**src/rtl/fxalu_pkg.sv**
```systemverilog
// fxalu_pkg: shared types, opcodes, status codes and the saturating finish
// function for the q24.8 fixed-point alu; no dependencies
`timescale 1ns / 1ps

package fxalu_pkg;

    localparam int WORD_BITS     = 32;
    localparam int FRAC_BITS_DEF = 8;
    localparam int QUEUE_DEPTH   = 2;
    localparam int WIDE_BITS     = 2 * WORD_BITS + 1;

    typedef logic signed [WORD_BITS-1:0] t_word;
    typedef logic        [WORD_BITS-1:0] t_mag;
    typedef logic        [WIDE_BITS-1:0] t_wide;

    localparam t_word WORD_MAX = {1'b0, {(WORD_BITS-1){1'b1}}};
    localparam t_word WORD_MIN = {1'b1, {(WORD_BITS-1){1'b0}}};

    typedef enum logic [3:0] {
        KIND_ADD, KIND_SUB, KIND_MUL, KIND_DIV,
        KIND_GT, KIND_LT, KIND_GE, KIND_LE, KIND_EQ, KIND_NE,
        KIND_INC, KIND_DEC, KIND_MIN, KIND_MAX, KIND_TO_INT, KIND_FROM_INT
    } t_kind;

    typedef enum logic [1:0] {
        ST_OK   = 2'd0,
        ST_OVF  = 2'd1,
        ST_DIV0 = 2'd2
    } t_status;

    typedef enum logic [1:0] {
        UNIT_ALU,
        UNIT_MUL,
        UNIT_DIV
    } t_unit;

    // decoded item as it travels from the front end to the execution side
    typedef struct packed {
        t_kind kind;
        t_unit unit;
        t_word a;
        t_word b;
        t_mag  mag_a;
        t_mag  mag_b;
        logic  neg;
    } t_op;

    typedef struct packed {
        t_word res;
        logic  ovf;
    } t_fin;

    // apply the sign to a wide magnitude, clamping to the word range
    function automatic t_fin finish_mag(input logic neg, input t_wide mag);
        t_wide limit;
        t_mag  m;
        t_fin  f;
        limit = t_wide'(WORD_MAX) + t_wide'(neg);
        f.ovf = mag > limit;
        m     = f.ovf ? limit[WORD_BITS-1:0] : mag[WORD_BITS-1:0];
        f.res = neg ? t_word'(-m) : t_word'(m);
        return f;
    endfunction

endpackage

```
**src/rtl/fxalu_front.sv**
```systemverilog
// fxalu_front: accepts items, classifies them by execution unit and
// precomputes operand magnitudes and result sign; uses fxalu_pkg
`timescale 1ns / 1ps

module fxalu_front import fxalu_pkg::*; (
    input  logic       i_start,
    input  logic [3:0] i_kind,
    input  t_word      i_operand_a,
    input  t_word      i_operand_b,
    input  logic       i_full,
    output logic       o_busy,
    output logic       o_push,
    output t_op        o_op
);

    always_comb begin
        o_busy = i_full;
        o_push = i_start & ~i_full;

        o_op.kind  = t_kind'(i_kind);
        o_op.a     = i_operand_a;
        o_op.b     = i_operand_b;
        o_op.mag_a = i_operand_a[WORD_BITS-1] ? t_mag'(-i_operand_a) : t_mag'(i_operand_a);
        o_op.mag_b = i_operand_b[WORD_BITS-1] ? t_mag'(-i_operand_b) : t_mag'(i_operand_b);
        o_op.neg   = i_operand_a[WORD_BITS-1] ^ i_operand_b[WORD_BITS-1];

        case (t_kind'(i_kind))
            KIND_MUL: begin
                o_op.unit = UNIT_MUL;
            end
            KIND_DIV: begin
                o_op.unit = UNIT_DIV;
            end
            default: begin
                o_op.unit = UNIT_ALU;
            end
        endcase
    end

endmodule

```
**config.mk**
```make
export PLATFORM = sky130hd
export DESIGN_NAME = fxalu_front
export DESIGN_NICKNAME = d
export VERILOG_FILES = /design/src/rtl/fxalu_pkg.sv /design/src/rtl/fxalu_front.sv
export SDC_FILE = /design/constraint.sdc
export NUM_CORES = 1
export LEC_CHECK = 0
export BUFFER_PORTS_ARGS = -buffer_cell sky130_fd_sc_hd__buf_4
export CAP_MARGIN = 20
export CORE_ASPECT_RATIO = 1.1
export CORE_MARGIN = 3
export CORE_UTILIZATION = 25
export DETAILED_ROUTE_END_ITERATION = 6
export GPL_ROUTABILITY_DRIVEN = 0
export SYNTH_ARGS = -nofsm -noshare
export SYNTH_HDL_FRONTEND = slang
export SYNTH_SLANG_ARGS = --single-unit
```
**constraint.sdc**
```tcl
create_clock -name vclk -period 4.6
set_clock_uncertainty 0.1 [all_clocks]
set_input_delay 1.38 -clock vclk [all_inputs]
set_output_delay 1.38 -clock vclk [all_outputs]
set_load 0.03 [all_outputs]
```
==> results of run 1 <==
==> cell usage after synthesis, drive strengths merged <==
library cell / n
buf: 71
nor3b: 2
or4: 3
o21ai: 15
nand4b: 1
nand3: 5
nand4: 6
xor2: 1
nor3: 10
xnor2: 58
o41ai: 17
nor2: 5
nand2: 23
or2: 1
nand2b: 4
nor4bb: 1
nor2b: 1
nor4: 4
o31ai: 17
clkbuf: 7
inv: 4
ha: 2
nand3b: 1
nor4b: 2
or3: 5
==> through the flow <==
stage          utilization [%]  setup TNS, ns  hold WS [ns]  area (µm²)
5_1_grt                   44.8        -0.0327          2.89        3230
4_1_cts                   43.7       -0.00220          2.89        3150
3_3_place_gp              43.6              0          2.89        3140
2_1_floorplan                -              0          2.73        1910
6_report                  44.8              0          2.89        3230
3_5_place_dp              43.6        -0.0591          2.89        3140
==> critical path: stages <==
cell     delay (ns)
buf_6          0.09
or3_4          0.37
or3_4          0.35
or4_4          0.52
nor3b_2        0.16
buf_4          0.18
==> cell type report <==
type	instances	area share [%]
multi-input cells	184	43.7
well taps	85	3.29
inverters	4	0.465
repair buffers	225	52.6
==> final timing paths <==
check | start | end | slack, ns | cells past startpoint
hold / removal | i_full | o_busy | 2.89 | 2
setup / recovery | i_operand_b[26] | o_op[32] | 0.06 | 6
==> cell usage in the layout (no fill, tap or decap), types with 2 or more instances in the layout <==
cell type and n:
buf_4 223, xnor2_1 58, nand2_1 23, o31ai_1 17, o21ai_0 15, o41ai_1 11, nor3_1 10, o41ai_2 6
nand3_1 5, nand4_1 5, nor2_1 5, inv_1 4, nand2b_1 4, nor4_2 3, or3_1 3, or3_4 2
or4_1 2, nor3b_2 2, ha_1 2, buf_6 2
==> what timing repair did <==
action / 4_1_cts / 5_1_grt
setup buffers: 0 / 1
endpoints found under the setup margin: 1 / 14
gates resized for setup: 1 / 11
pin swaps: 1 / 3
==> logic make-up after synthesis <==
| group | share of synthesized area (%) |
|---|---|
| buf+inv | 30.1 |
| fa+ha+maj | 1.31 |
| compound gates | 18.4 |
| xor+xnor | 27.1 |
| simple gates | 23.0 |
==> power by group <==
group          internal [mW]  switching [mW]
clock network              0               0
logic                  0.205           0.313
registers                  0               0
total                  0.205           0.313
==> metal layers <==
metal | share of wire (%) | vias to the layer above
met4 | 0 | 0
met2 | 54 | 123
met5 | 0 | -
li1 | - | 1181
met3 | 10 | 0
met1 | 35 | 1096
==> flow_summary_export.csv, run 1 <==
group,metric,value,unit
floorplanning,io_pins,207,
critical_path,arrival,3.06,ns
yosys,syn_inst,266,
floorplanning,core_area,7210,µm²
yosys,yosysSeqAreaShare,0,%
grt,antenna_found_initial,0,
cells_and_area,instances_no_fill,498,
cells_and_area,nFlopsAndLatches,0,
critical_path,crit_path_start_kind,"primary input",
detailed_routing,vias,2400,
job,cap_viol_max_count,0,
yosys,synth_top_area_share,28.0,%
detailed_routing,routed_wl,7380,µm
floorplanning,fp.dieW,89.3,µm
yosys,synth_top_cell_by_area,"buf_4",
sta,setup_viol_count_final,0,
grt,grt_use_met2,30.3,%
floorplanning,start_util,26.5,%
pwr,p_leak,1.45,nW
yosys,syn-num-nets,338,
detailed_routing,vias_per_cell,4.82,
sta,fmax,220,MHz
sta,timing.final.ws_setup,0.0620,ns
sta,period_share,98.7,%
critical_path,worstSetupEndpointType,"primary output",
sta,slew_violations,0,
critical_path,critPathMaxFanout,3,
status,status,"finished, final reports clean",
floorplanning,die_area,8710,µm²
sta,rsz0062_at_grt,"yes",
cells_and_area,final_net_count,487,
placed_design,post-place-cells,497,
floorplanning,row_count,32,
cells_and_area,drive_above_1_share,58.8,%
grt,track_usage,15.0,%
placed_design,post-place-ws,-0.0591,ns
grt,grt_max_degree,35,
critical_path,critPathKind,"in -> out",
yosys,ys_types,31,
yosys,synth.avg_cell_area,7.17,µm²
sta,hold_violations,0,
grt,grt_first_pass_wirelength,11000,µm
cells_and_area,area_growth,69.3,%
cells_and_area,multiInputGateArea,1410,µm²
cells_and_area,clock_buffer_count,0,
placed_design,hpwl,6310,µm
sta,slew_headroom,72.0,%
grt,first_global_vias,2228,
cells_and_area,nFillCells,766,
detailed_routing,antenna_left,0,
yosys,yosys_warnings,0,
worst_hold_path,hp-class,"in -> out",
detailed_routing,drtIter0Drc,30,
pwr,p_per_area,161,nW/µm²
grt,gr-usage-met3,2.63,%
cts,ctsHoldBuffers,0,
pwr,peakVddDrop,0.0960,mV
detailed_routing,drc,0,
floorplanning,die-height,97.6,µm
grt,grt_use_met1,16.5,%
placed_design,io_buffers,207,
critical_path,cp.required,3.12,ns
detailed_routing,wl_per_cell,14.8,µm
yosys,yosys-top-cells-area,"buf_4, xnor2_1, o41ai_1",
cells_and_area,diodes,0,
sta,tightest_slew,0.417,ns
yosys,synth_area,1910,µm²
grt,top_usage_layer,"met2",
cells_and_area,seqCellArea,0,µm²
pwr,power,0.518,mW
sta,period_minus_slack,4.54,ns
grt,grt_overflow,0,
detailed_routing,firstDrtPassIters,4,
(Power assumes the default switching activity.)
==> run 2, diff against run 1 <==
Settings changed: ABC_AREA from default to 1.
==> flow_summary_export.csv, run 2 <==
group,metric,value,unit
status,status,"finished, final reports clean",
critical_path,arrival,2.67,ns
cells_and_area,nFlopsAndLatches,0,
placed_design,post-place-ws,0.449,ns
detailed_routing,routed_wl,9610,µm
cells_and_area,area_growth,43.8,%
critical_path,worstSetupEndpointType,"primary output",
cells_and_area,nFillCells,1089,
sta,period_minus_slack,4.15,ns
sta,timing.final.ws_setup,0.448,ns
detailed_routing,wl_per_cell,12.6,µm
worst_hold_path,hp-class,"in -> out",
grt,first_global_vias,3240,
cells_and_area,final_net_count,714,
critical_path,critPathMaxFanout,5,
cells_and_area,fin_area,3690,µm²
floorplanning,fp.dieW,103,µm
placed_design,post-place-cells,760,
placed_design,placed_area,3690,µm²
sta,final.setup.tns,0,ns
cells_and_area,instances_no_fill,760,
yosys,ys_types,21,
floorplanning,io_pins,207,
critical_path,critPathCapture,"o_op[17]",
yosys,yosys-top-cells-area,"nand2_1, buf_4, nor2_1",
sta,hold_violations,0,
critical_path,critPathKind,"in -> out",
cells_and_area,multiInputGateArea,1810,µm²
critical_path,crit_family,"simple AND/OR/NAND/NOR gates",
sta,tightest_slew,0.336,ns
pwr,peakVddDrop,0.0635,mV
yosys,synth_top_cell_by_area,"nand2_1",
yosys,synthTopCellsByCount,"nand2_1, nor2_1, buf_4",
grt,grt_overflow,0,
critical_path,cp_slowest_cell,"nor2_2",
floorplanning,core_area,9940,µm²
cells_and_area,seqCellArea,0,µm²
yosys,synth_most_common_cell,"nand2_1",
yosys,yosysSeqAreaShare,0,%
sta,slew_violations,0,
cells_and_area,final_cell_mix,"buf_4, nand2_1, nor2_1",
detailed_routing,antenna_left,0,
cells_and_area,clock_buffer_count,0,
yosys,synth_top_area_share,26.2,%
cells_and_area,utilization,37.1,%
cts,cts_setup_buffers,0,
critical_path,crit_path_start,"i_operand_b[0]",
grt,antenna_found_initial,0,
pwr,power,0.528,mW
floorplanning,start_util,25.8,%
sta,setup_viol_count_final,0,
critical_path,max_stage_delay,0.20,ns
critical_path,worst-path-stages,9,
detailed_routing,vias_per_cell,4.52,
yosys,synth_area,2570,µm²
detailed_routing,vias,3437,
yosys,synth.avg_cell_area,5.02,µm²
grt,track_usage,15.0,%
yosys,syn_inst,511,
critical_path,crit_path_start_kind,"primary input",
placed_design,io_buffers,207,
sta,fmax,241,MHz
placed_design,hpwl,8410,µm
job,cap_viol_max_count,0,
sta,period_share,90.3,%
cells_and_area,diodes,0,
detailed_routing,drc,0,
sta,slew_headroom,77.6,%
floorplanning,die_area,11500,µm²
critical_path,critical_path.cell_chain,"buf_4 > inv_1 > ha_1 > nand2_1 > nor2_2 > nand2_1 > nand2_2 > xor2_1 > buf_4",
detailed_routing,drtIter0Drc,67,
cells_and_area,drive_above_1_share,37.2,%
grt,grt_first_pass_wirelength,14500,µm
floorplanning,row_count,38,
sta,rsz0062_at_grt,"no",
sta,holdWs,2.89,ns
pwr,p_per_area,143,nW/µm²
critical_path,path_buf_inv,3,
cts,ctsResizeCount,0,
grt,grt_max_degree,33,
floorplanning,die-height,112,µm
cts,ctsHoldBuffers,0,
pwr,p_leak,2.01,nW
critical_path,cp.required,3.12,ns
yosys,syn-num-nets,583,
cells_and_area,layout_commonest_cell,"buf_4",
yosys,yosys_warnings,0,
detailed_routing,firstDrtPassIters,4,
==> run 2: cell types whose count changed in the layout (fill, tap and decap cells not counted), sizes merged, moves of 5 or more <==
cell,before,now
o31ai,17,0
nand2,23,190
o41ai,17,0
inv,4,47
buf,225,207
or3,5,0
nor3,10,3
nor2,5,104
xor2,1,11
nand3,5,35
xnor2,58,20
==> run 2: per-layer routing <==
metal	part of all wire [%]	vias up	GRT usage, %
met4	1.9	0	3.50
met3	10	13	1.99
li1	-	1753	-
met2	50	192	29.6
met5	0	-	0
met1	38	1479	16.3
==> run 2: logic make-up (layout without fill, tap and decap cells) <==
logic type | Yosys count | in the layout | share of synthesized area (%)
adder cells (fa/ha/maj) | 2 | 2 | 0.975
AO/OA/AOI/OAI | 17 | 17 | 3.41
buffers and inverters | 125 | 254 | 29.5
AND/OR/NAND/NOR | 336 | 336 | 55.5
XOR/XNOR | 31 | 31 | 10.6
==> run 2: worst min-delay path by stage <==
stage	start	end	slack, ns	depth (start not counted)
6_report	i_full	o_busy	2.89	2
5_1_grt	i_operand_b[0]	o_op[65]	2.91	2
4_1_cts	i_full	o_busy	2.89	2
3_5_place_dp	i_full	o_busy	2.89	2
3_3_place_gp	i_full	o_busy	2.89	2
2_1_floorplan	i_full	o_push	2.77	1
==> run 2: final cells by class <==
| class | count | area share [%] |
|---|---|---|
| tap | 120 | 4.07 |
| multi-input combinational | 386 | 49.0 |
| timing repair buffer | 207 | 42.1 |
| inverter | 47 | 4.78 |
==> run 2: report_power, final <==
group          switching, mW  internal (mW)
sequential                 0              0
clock                      0              0
combinational          0.335          0.193
