**src/rtl/fxalu_pkg.sv**
```systemverilog
// fxalu_pkg: shared types, opcodes, status codes and the saturating finish
// function for the q24.8 fixed-point alu; no dependencies
`timescale 1ns / 1ps

package fxalu_pkg;

    localparam int WORD_BITS     = 32;
    localparam int FRAC_BITS_DEF = 8;
    localparam int QUEUE_DEPTH   = 2;
    localparam int WIDE_BITS     = 2 * WORD_BITS + 1;

    typedef logic signed [WORD_BITS-1:0] t_word;
    typedef logic        [WORD_BITS-1:0] t_mag;
    typedef logic        [WIDE_BITS-1:0] t_wide;

    localparam t_word WORD_MAX = {1'b0, {(WORD_BITS-1){1'b1}}};
    localparam t_word WORD_MIN = {1'b1, {(WORD_BITS-1){1'b0}}};

    typedef enum logic [3:0] {
        KIND_ADD, KIND_SUB, KIND_MUL, KIND_DIV,
        KIND_GT, KIND_LT, KIND_GE, KIND_LE, KIND_EQ, KIND_NE,
        KIND_INC, KIND_DEC, KIND_MIN, KIND_MAX, KIND_TO_INT, KIND_FROM_INT
    } t_kind;

    typedef enum logic [1:0] {
        ST_OK   = 2'd0,
        ST_OVF  = 2'd1,
        ST_DIV0 = 2'd2
    } t_status;

    typedef enum logic [1:0] {
        UNIT_ALU,
        UNIT_MUL,
        UNIT_DIV
    } t_unit;

    // decoded item as it travels from the front end to the execution side
    typedef struct packed {
        t_kind kind;
        t_unit unit;
        t_word a;
        t_word b;
        t_mag  mag_a;
        t_mag  mag_b;
        logic  neg;
    } t_op;

    typedef struct packed {
        t_word res;
        logic  ovf;
    } t_fin;

    // apply the sign to a wide magnitude, clamping to the word range
    function automatic t_fin finish_mag(input logic neg, input t_wide mag);
        t_wide limit;
        t_mag  m;
        t_fin  f;
        limit = t_wide'(WORD_MAX) + t_wide'(neg);
        f.ovf = mag > limit;
        m     = f.ovf ? limit[WORD_BITS-1:0] : mag[WORD_BITS-1:0];
        f.res = neg ? t_word'(-m) : t_word'(m);
        return f;
    endfunction

endpackage

```
**src/rtl/fxalu_queue.sv**
```systemverilog
// fxalu_queue: short fifo of decoded items between front end and execution
// side; the head is taken whenever present; uses fxalu_pkg
`timescale 1ns / 1ps

module fxalu_queue import fxalu_pkg::*; #(
    parameter int DEPTH = QUEUE_DEPTH
) (
    input  logic i_clk,
    input  logic i_rst_n,
    input  logic i_push,
    input  t_op  i_op,
    output logic o_full,
    output logic o_valid,
    output t_op  o_head
);

    localparam int PTR_W = (DEPTH > 1) ? $clog2(DEPTH) : 1;
    localparam int CNT_W = $clog2(DEPTH + 1);

    t_op              r_mem [DEPTH];
    t_op              r_head;
    logic [PTR_W-1:0] r_wr_ptr, n_wr_ptr;
    logic [PTR_W-1:0] r_rd_ptr, n_rd_ptr;
    logic [CNT_W-1:0] r_count, n_count;
    logic             pop;

    always_comb begin
        pop      = r_count != '0;
        n_wr_ptr = r_wr_ptr;
        n_rd_ptr = r_rd_ptr;
        if (i_push) begin
            n_wr_ptr = (r_wr_ptr == PTR_W'(DEPTH - 1)) ? '0 : r_wr_ptr + 1'b1;
        end
        if (pop) begin
            n_rd_ptr = (r_rd_ptr == PTR_W'(DEPTH - 1)) ? '0 : r_rd_ptr + 1'b1;
        end
        n_count = r_count + CNT_W'(i_push) - CNT_W'(pop);
    end

    always_ff @(posedge i_clk) begin
        if (!i_rst_n) begin
            r_wr_ptr <= '0;
            r_rd_ptr <= '0;
            r_count  <= '0;
        end else begin
            r_wr_ptr <= n_wr_ptr;
            r_rd_ptr <= n_rd_ptr;
            r_count  <= n_count;
        end
    end

    always_ff @(posedge i_clk) begin
        if (i_push) begin
            r_mem[r_wr_ptr] <= i_op;
        end
        // head follows the next read slot; an item written into that slot
        // now is taken straight from the input
        if (i_push && (n_rd_ptr == r_wr_ptr)) begin
            r_head <= i_op;
        end else begin
            r_head <= r_mem[n_rd_ptr];
        end
    end

    assign o_full  = r_count == CNT_W'(DEPTH);
    assign o_valid = pop;
    assign o_head  = r_head;

endmodule

```
**config.mk**
```make
export PLATFORM = sky130hd
export DESIGN_NAME = fxalu_queue
export DESIGN_NICKNAME = d
export VERILOG_FILES = /design/src/rtl/fxalu_pkg.sv /design/src/rtl/fxalu_queue.sv
export SDC_FILE = /design/constraint.sdc
export NUM_CORES = 1
export LEC_CHECK = 0
export BUFFER_PORTS_ARGS = -buffer_cell sky130_fd_sc_hd__buf_2
export CAP_MARGIN = 40
export CORE_MARGIN = 2
export CORE_UTILIZATION = 56
export CTS_CLUSTER_DIAMETER = 120
export DETAILED_ROUTE_END_ITERATION = 10
export GPL_ROUTABILITY_DRIVEN = 0
export PLACE_DENSITY = 0.84
export SLEW_MARGIN = 5
export SYNTH_ARGS = -nofsm -noshare
export SYNTH_HDL_FRONTEND = slang
export SYNTH_SLANG_ARGS = --single-unit
```
**constraint.sdc**
```tcl
create_clock -name i_clk -period 16.6 [get_ports i_clk]
set_input_delay 4.15 -clock i_clk [delete_from_list [all_inputs] [get_ports i_clk]]
set_output_delay 4.15 -clock i_clk [all_outputs]
set_load 0.03 [all_outputs]
```
==> metrics.txt, run 1 <==
Initial Util=0.569; critical path class=flop to primary output; initial antenna violation count=4; Achievable Freq=146 MHz; TritonCTS Buffers=26; maximum root-to-sink buffer count=3; Vias/cell=5.22; Distinct cells, synth=17; placed inst area=11,800 um^2; Synth area leaders=edfxtp_1, mux2_2, mux2_4, dfxtp_1, buf_6; worst slew pin tran=936 ps; Boundary Pins=275; H-tree depth=1; final wirelength=18,900 um; vias in the first global route=5,380; Bufs and invs on worst path=4; Syn-to-layout area delta=24.8%; hpwl dp=12,900 um; layout cells sized above 1=0.606; number of synthesized flops with an enable pin=270; Syn Area/Cell=23.0 um^2; Core ar.=17,800 um^2; Hold WC Path Type=flop to flop; area of the multi-input gates=1830 um^2; crit path capture type=primary output; CP max FO=57; first-pass GRT wire length=28,500 um; Max Clock Skew=15.7 ps; RSZ-0062 raised after global routing=no; die area=19,200 um^2; design area=12,700 um^2; CTS Hold Buffers Added=0; TritonCTS clock tree=built; Post-CTS Setup Inserts=0; Die Ht=139 um; IO Port Bufs=274; GR Overflow Total=0; Top delay family on crit path=buffers and inverters; dominant cell type by area after synthesis=edfxtp_1; Pwr Density=125 nW/um^2; gr usage total=0.189; WP data required=12,450 ps; fill cell count=1,102; Seq cells post-synth=275; clock sinks=275; Post-synth ARST share=0; antenna viol nets, final=0; Final Max Slew Viols=0; mapped cell area=10,100 um^2; fin crit period=6870 ps; max incr delay on CP=480 ps; Max rail drop VDD=116 uV; fin nets=876; Yosys top cell area share=0.799; status=finished, final reports clean; WL/cell=19.1 um; syn nets=581; drt pass-1 iters=6; Final Hold Viols=0; DRC Markers=0; Vias=5,158; LEAKAGE=4.90 nW; crit path launch type=flop; Relative slew margins=0.376; 1st-iter DRT viols=302; Post-Synthesis Cells=442; final period utilization=0.414; Seq/Total Area, Yosys=0.809; Worst Path Arrival=2720 ps; TNS Setup=0 ps; most used cell, CP=buf_16; post-cts resize count=0; Skew-Pair Late Insertion Delay=510 ps; Worst-path clk slew=60 ps; max_cap viols=0; Root Driver=clkbuf_16; largest net degree at the start of global routing=70; Critical Path, Cell by Cell=buf_16 > buf_4 > buf_16 > mux2_2 > buf_2; Cell Rows=49; Chip Width=139 um; synth warn=0; critical path's slowest cell=dfxtp_4; register area=8210 um^2; Top FF cell, synth=edfxtp_1; Final setup viols=0
==> layer usage <==
metal | track usage | wire (um) | vias up
met5 | 0 | 13 | -
met4 | 0.0564 | 466 | 2
met3 | 0.0615 | 1790 | 40
met2 | 0.328 | 9620 | 242
met1 | 0.227 | 6980 | 2521
li1 | - | - | 2353
==> tightest hold or removal path: cells and delay by family, from the launching register on <==
family | cells | cell delay (ps)
flops | 1 | 300
compound gates | 1 | 70
simple gates | 1 | 120
==> cells in the final DEF (no fill, tap or decap), drive strengths merged <==
cell type,n
nand2,2
mux2,135
o21a,1
nor2b,4
edfxtp,270
buf,282
or2,1
clkbuf,31
dfxtp,5
o21ai,1
clkinv,11
bufinv,2
mux2i,1
and3,1
or3,1
ha,1
nand2b,1
and2,3
clkinvlp,4
diode,3
==> kinds of logic (layout without fill, tap and decap cells) <==
logic type | count (synthesis) | in the layout | synth area share
AOI/OAI and AO/OA | 2 | 2 | 0.00123
adders and majority gates | 1 | 1 | 0.00123
buffers and inverters | 15 | 330 | 0.0117
DFF | 275 | 275 | 0.809
muxes | 136 | 136 | 0.169
other | 0 | 3 | 0
and+or+nand+nor | 13 | 13 | 0.00752
==> cells in the mapped netlist (all sizes together), types with 2 or more instances <==
master,n
nor2b,4
edfxtp,270
dfxtp,5
and2,3
buf,15
nand2,2
mux2,135
==> area by class of cell <==
type                            count  share of cell area
Clock inverter                     17              0.0109
Antenna cell                        3            0.000593
Timing Repair Buffer              282               0.119
Sequential cell                   275               0.648
Clock buffer                       31              0.0545
Multi-Input combinational cell    152               0.144
Tap cell                          229              0.0226
==> sequential cells by signal (all words and copies together) (netlist names), named ones only <==
register / count
r_mem: 270
r_count: 2
r_rd_ptr: 1
r_wr_ptr: 1
==> worst paths after layout <==
path	depth (start not counted)	start	slack, ps	endpoint
max	5	flop	9730	o_head[50]
min reg2reg	2	r_rd_ptr	520	flop
max reg2reg	3	r_wr_ptr	14270	r_mem[1][130]
min	2	r_rd_ptr	520	flop
==> power by group <==
part / switching [mW] / total [mW] / internal [mW]
sequential: 0.0103 / 0.813 / 0.802
clock: 0.233 / 0.560 / 0.328
combinational: 0.130 / 0.209 / 0.0793
total: 0.373 / 1.58 / 1.21
==> through the flow <==
step	std cells	setup WS (ps)	power, mW	hold slack, ps	utilization
finish	989	9730	1.58	517	0.710
global route	987	9610	1.64	558	0.710
CTS	985	9720	1.60	521	0.708
detailed placement	937	10280	1.04	516	0.662
global placement	934	9920	1.03	496	0.657
floorplan	442	5920	0.974	484	-
Power figures use the tool's default switching activity.
==> run 2, diff against run 1 <==
--- a/config.mk
+++ b/config.mk
@@ -5,14 +5,15 @@
 export SDC_FILE = /design/constraint.sdc
 export NUM_CORES = 1
 export LEC_CHECK = 0
+export ABC_AREA = 1
 export BUFFER_PORTS_ARGS = -buffer_cell sky130_fd_sc_hd__buf_2
 export CAP_MARGIN = 40
 export CORE_MARGIN = 2
-export CORE_UTILIZATION = 56
+export CORE_UTILIZATION = 53
 export CTS_CLUSTER_DIAMETER = 120
 export DETAILED_ROUTE_END_ITERATION = 10
 export GPL_ROUTABILITY_DRIVEN = 0
-export PLACE_DENSITY = 0.84
+export PLACE_DENSITY = 0.8
 export SLEW_MARGIN = 5
 export SYNTH_ARGS = -nofsm -noshare
 export SYNTH_HDL_FRONTEND = slang
==> constraint.sdc (replaced) <==
create_clock -name i_clk -period 6.6 [get_ports i_clk]
set_input_delay 1.65 -clock i_clk [delete_from_list [all_inputs] [get_ports i_clk]]
set_output_delay 1.65 -clock i_clk [all_outputs]
set_load 0.03 [all_outputs]
==> run 2 against run 1 <==
- combinational power grew to 2.7 times the previous value
- sequential share of layout area is 1.4 points lower
- largest power group unchanged
- critical endpoint is now o_head[63]
- critical path type unchanged
- count of clock-buffer cells in the layout is 6 higher
- via count is 22% higher
- area after synthesis is 4.3% higher
- worst hold slack better by 31 ps
- critical path depth stayed put
==> metrics.txt, run 2 <==
status=finished, final reports clean; Final Max Slew Viols=0; post-route worst setup slack=2460 ps; Worst-path clk slew=60 ps; IO Port Bufs=274; WP data required=4950 ps; maximum root-to-sink buffer count=3; LEAKAGE=5.46 nW; crit path capture type=primary output; Bufs and invs on worst path=3; Vias=6,270; Synth top cells by count=edfxtp_1, inv_1, nand2_1; Power Total=3.98 mW; Root Driver=clkbuf_16; Top FF cell, synth=edfxtp_1; number of synthesized flops with an enable pin=270; max reg flops=270; Pwr Density=307 nW/um^2; fin crit period=4140 ps; CTS Hold Buffers Added=0; Boundary Pins=275; largest net degree at the start of global routing=136; Core ar.=19,500 um^2; Post-synth ARST share=0; Distinct cells, synth=18; final wirelength=19,800 um; hpwl dp=13,000 um; dominant cell type by area after synthesis=edfxtp_1; DP Cell Count=1,251; Post-Synthesis Cells=735; cell with the most instances after synthesis=edfxtp_1; Syn-to-layout area delta=22.4%; Top delay family on crit path=buffers and inverters; Layout Cells excl Fill=1,302; vias in the first global route=6,245; most common cell after layout, fill and taps aside=buf_2; gr usage total=0.184; Seq cells post-synth=275; Post-CTS Setup Inserts=0; H-tree depth=1; commonest non-fill, non-tap cells in the layout=buf_2, edfxtp_1, inv_1, nand2_1, o21ai_2; final period utilization=0.627; Critical Path, Cell by Cell=buf_16 > buf_12 > nand2_1 > o21ai_2 > buf_2; CP max FO=114; clock sinks=275; worst hold slack=548 ps; GR Overflow Total=0; Skew-Pair Late Insertion Delay=510 ps; drt pass-1 iters=4; WL/cell=15.2 um; max_cap viols=0; Final Core Density=0.663; Max Clock Skew=8.43 ps; Final setup viols=0; Final Hold Viols=0; Die Ht=145 um; Worst Path Arrival=2490 ps; design area=12,900 um^2; worst slew pin tran=798 ps; Initial Util=0.542; Syn Area/Cell=14.4 um^2; max incr delay on CP=520 ps; Achievable Freq=242 MHz; RSZ-0062 raised after global routing=no; Synth area leaders=edfxtp_1, o21ai_2, inv_1, nand2_1, o21ai_0; fin nets=1,154; DRC Markers=0; Relative slew margins=0.468; crit path launch type=flop; critical path's slowest cell=dfxtp_4; TritonCTS Buffers=27; synth warn=0; layout cells sized above 1=0.392; Hold WC Path Type=flop to flop; critical path class=flop to primary output; mapped cell area=10,600 um^2; placed inst area=12,100 um^2; syn nets=874; Seq/Total Area, Yosys=0.776; largest register by flop count=r_mem; Chip Width=145 um; TNS Setup=0 ps; Cell Rows=51; first-pass GRT wire length=30,900 um; die area=21,100 um^2; Vias/cell=4.82; post-cts resize count=0; Yosys top cell area share=0.767; antenna viol nets, final=0; 1st-iter DRT viols=336; TritonCTS clock tree=built; Place WS=3070 ps; initial antenna violation count=4; Max rail drop VDD=291 uV; biggest regs=r_mem: 270 flops, r_count: 2 flops
[run 2: changes by cell type after synthesis, moves of 22 or more]
cell     delta
inv_1     +143
mux2_2     -85
mux2_4     -50
nand2_1   +128
o21ai_0    +39
o21ai_1    +22
o21ai_2    +74
[run 2: layer usage]
layer | part of all wire | up-vias | track usage | wire [um]
met1 | 0.39 | 2885 | 0.224 | 7610
met3 | 0.091 | 40 | 0.0544 | 1800
met2 | 0.49 | 265 | 0.314 | 9750
li1 | - | 3080 | - | -
met4 | 0.030 | 0 | 0.0623 | 600
met5 | 0 | - | 0 | 0
[run 2: power by group]
part,switching (mW),internal (mW)
Clock,0.585,0.775
Sequential,0.0264,2.02
Combinational,0.410,0.158
Total,1.02,2.95
[run 2: area by class of cell]
type                    count  area [um^2]
flip-flops and latches    275         8210
fillers                  1410         6580
multi-input cells         287         1570
repair buffers            281         1490
clock buffers              37          733
inverters                 143          542
well taps                 265          332
clock inverters            11         58.8
diodes                      3         7.51
[run 2: cells by family (layout without fill, tap and decap cells)]
group | after synthesis | in the layout | synth area share
compound gates | 137 | 137 | 0.0911
simple gates | 149 | 149 | 0.0555
other cells | 0 | 3 | 0
buf+inv | 173 | 472 | 0.0763
flops | 275 | 275 | 0.776
fa+ha+maj | 1 | 1 | 0.00118
[run 2: tightest hold or removal path, cell delays in order (launching register included)]
cell and delay [ps]:
dfxtp_1 340, nor2_1 110, nor3_1 50
[run 2: path summary, 6_finish.rpt]
kind             from            to  slack (ps)  cells past startpoint
max reg2reg  r_wr_ptr  r_mem[1][50]        4520                      4
max              flop    o_head[63]        2460                      5
min          r_wr_ptr      r_wr_ptr         550                      2
min reg2reg  r_wr_ptr      r_wr_ptr         550                      2
==> run 3, diff against run 2 <==
--- a/config.mk
+++ b/config.mk
@@ -5,15 +5,15 @@
 export SDC_FILE = /design/constraint.sdc
 export NUM_CORES = 1
 export LEC_CHECK = 0
-export ABC_AREA = 1
+export ABC_AREA = 0
 export BUFFER_PORTS_ARGS = -buffer_cell sky130_fd_sc_hd__buf_2
 export CAP_MARGIN = 40
 export CORE_MARGIN = 2
-export CORE_UTILIZATION = 53
+export CORE_UTILIZATION = 47
 export CTS_CLUSTER_DIAMETER = 120
 export DETAILED_ROUTE_END_ITERATION = 10
 export GPL_ROUTABILITY_DRIVEN = 0
-export PLACE_DENSITY = 0.8
+export PLACE_DENSITY = 0.76
 export SLEW_MARGIN = 5
 export SYNTH_ARGS = -nofsm -noshare
 export SYNTH_HDL_FRONTEND = slang
==> constraint.sdc (replaced) <==
create_clock -name i_clk -period 3.6 [get_ports i_clk]
set_input_delay 0.9 -clock i_clk [delete_from_list [all_inputs] [get_ports i_clk]]
set_output_delay 0.9 -clock i_clk [all_outputs]
set_load 0.03 [all_outputs]
==> run 3 against run 2 <==
- final cell count fell by 20%
- highest routed layer is now met5
- sequential power rose by 82%
- register-to-register slack got worse by 2600 ps
- setup slack got worse by 1800 ps
- via count fell by 20%
- sequential share of layout area rose by 0.93 points
- critical path type unchanged
- power rose by 86%
- count of clock-buffer cells in the layout rose by 4
==> metrics.txt, run 3 (synthesized netlist as in run 1, its figures left out) <==
Die Ht=151 um; Vias=5,024; drt pass-1 iters=5; final wirelength=18,600 um; WL/cell=18.0 um; layout cells sized above 1=0.611; Chip Width=151 um; die area=22,800 um^2; Final setup viols=0; register-to-register setup slack=1940 ps; fin nets=877; antenna viol nets, final=0; Relative slew margins=0.417; combinational power share=0.130; 1st-iter DRT viols=240; crit path launch type=flop; DRC Markers=0; Initial Util=0.481; largest register by flop count=r_mem; GR Overflow Total=0; Worst-path clk slew=60 ps; hpwl dp=12,300 um; Syn-to-layout area delta=25.7%; first-pass GRT wire length=27,400 um; post-cts resize count=0; commonest non-fill, non-tap cells in the layout=buf_2, edfxtp_1, mux2_2, mux2_4, clkbuf_16; Skew-Pair Late Insertion Delay=530 ps; Final Core Density=0.605; biggest regs=r_mem: 270 flops, r_count: 2 flops; H-tree depth=1; status=finished, final reports clean; Worst Path Arrival=2080 ps; Power Total=7.41 mW; gr usage total=0.155; Place WS=1130 ps; RSZ-0062 raised after global routing=no; CTS Hold Buffers Added=0; Core ar.=21,100 um^2; critical path class=flop to primary output; TNS Setup=0 ps; maximum root-to-sink buffer count=3; initial antenna violation count=2; TritonCTS Buffers=28; post-route worst setup slack=620 ps; vias in the first global route=5,339; crit path capture type=primary output; Hold WC Path Type=flop to flop; WP data required=2700 ps; Final Hold Viols=0; P_sw=1.76 mW; LEAKAGE=4.92 nW; clock sinks=275; largest net degree at the start of global routing=71; Clk pwr share=0.365; max reg flops=270; Cell Rows=53; Post-CTS Setup Inserts=0; CP max FO=45; TritonCTS clock tree=built; Seq pwr share=0.505; Root Driver=clkbuf_16; fin crit period=2980 ps; final period utilization=0.828; Boundary Pins=275; Net Sw Frac=0.238; Internal=5.64 mW; IO Port Bufs=274; Achievable Freq=336 MHz; most common cell after layout, fill and taps aside=buf_2; Final Max Slew Viols=0; Max rail drop VDD=530 uV; max_cap viols=0; Pwr Density=581 nW/um^2; Max Clock Skew=16.7 ps; Vias/cell=4.84; worst slew pin tran=874 ps
run 3: cell count changes in the layout (fill, tap and decap cells not counted), moves of 22 or more:
cell	delta
nand2_1	-128
mux2_4	+50
o21ai_1	-22
o21ai_0	-39
o21ai_2	-74
mux2_2	+85
inv_1	-142
run 3: layout make-up:
| type | instances | area (um^2) |
|---|---|---|
| diodes | 2 | 5.00 |
| clock buffers | 41 | 821 |
| clock inverters | 11 | 71.3 |
| fillers | 1522 | 8330 |
| multi-input cells | 152 | 1830 |
| flip-flops and latches | 275 | 8210 |
| well taps | 275 | 344 |
| repair buffers | 281 | 1470 |
run 3: power groups by stage:
| stage | Combinational [mW] | Sequential, mW | Clock [mW] |
|---|---|---|---|
| 2_1_floorplan | 0.673 | 3.80 | 0 |
| 3_3_place_gp | 0.950 | 3.80 | 0 |
| 3_5_place_dp | 0.970 | 3.81 | 0 |
| 4_1_cts | 0.975 | 3.74 | 2.77 |
| 5_1_grt | 1.02 | 3.75 | 2.90 |
| 6_report | 0.964 | 3.74 | 2.70 |
run 3: final timing paths:
path / cells past startpoint / startpoint / to
worst min register to register: 2 / r_rd_ptr / flop
worst min-delay path: 2 / r_rd_ptr / flop
worst max register to register: 2 / r_wr_ptr / r_mem[1][52]
worst max-delay path: 3 / flop / o_head[2]
run 3: routing by layer:
layer	vias up	GRT usage	share of wire
met5	-	0	0.0014
met2	209	0.262	0.49
met4	4	0.0491	0.018
met3	32	0.0642	0.11
li1	2356	-	-
met1	2423	0.182	0.38
run 3: critical path, stage by stage, from the launching register on:
cell and delay [ps]:
dfxtp_4 360, buf_4 550, mux2_2 420, buf_2 180
run 3: through the flow:
stage | hold slack (ps) | cells | area [um^2]
finish | 530 | 1037 | 12800
floorplan | 484 | 442 | 10200
CTS | 531 | 1035 | 12800
detailed placement | 516 | 983 | 11900
global placement | 519 | 983 | 11900
global route | 538 | 1035 | 12800
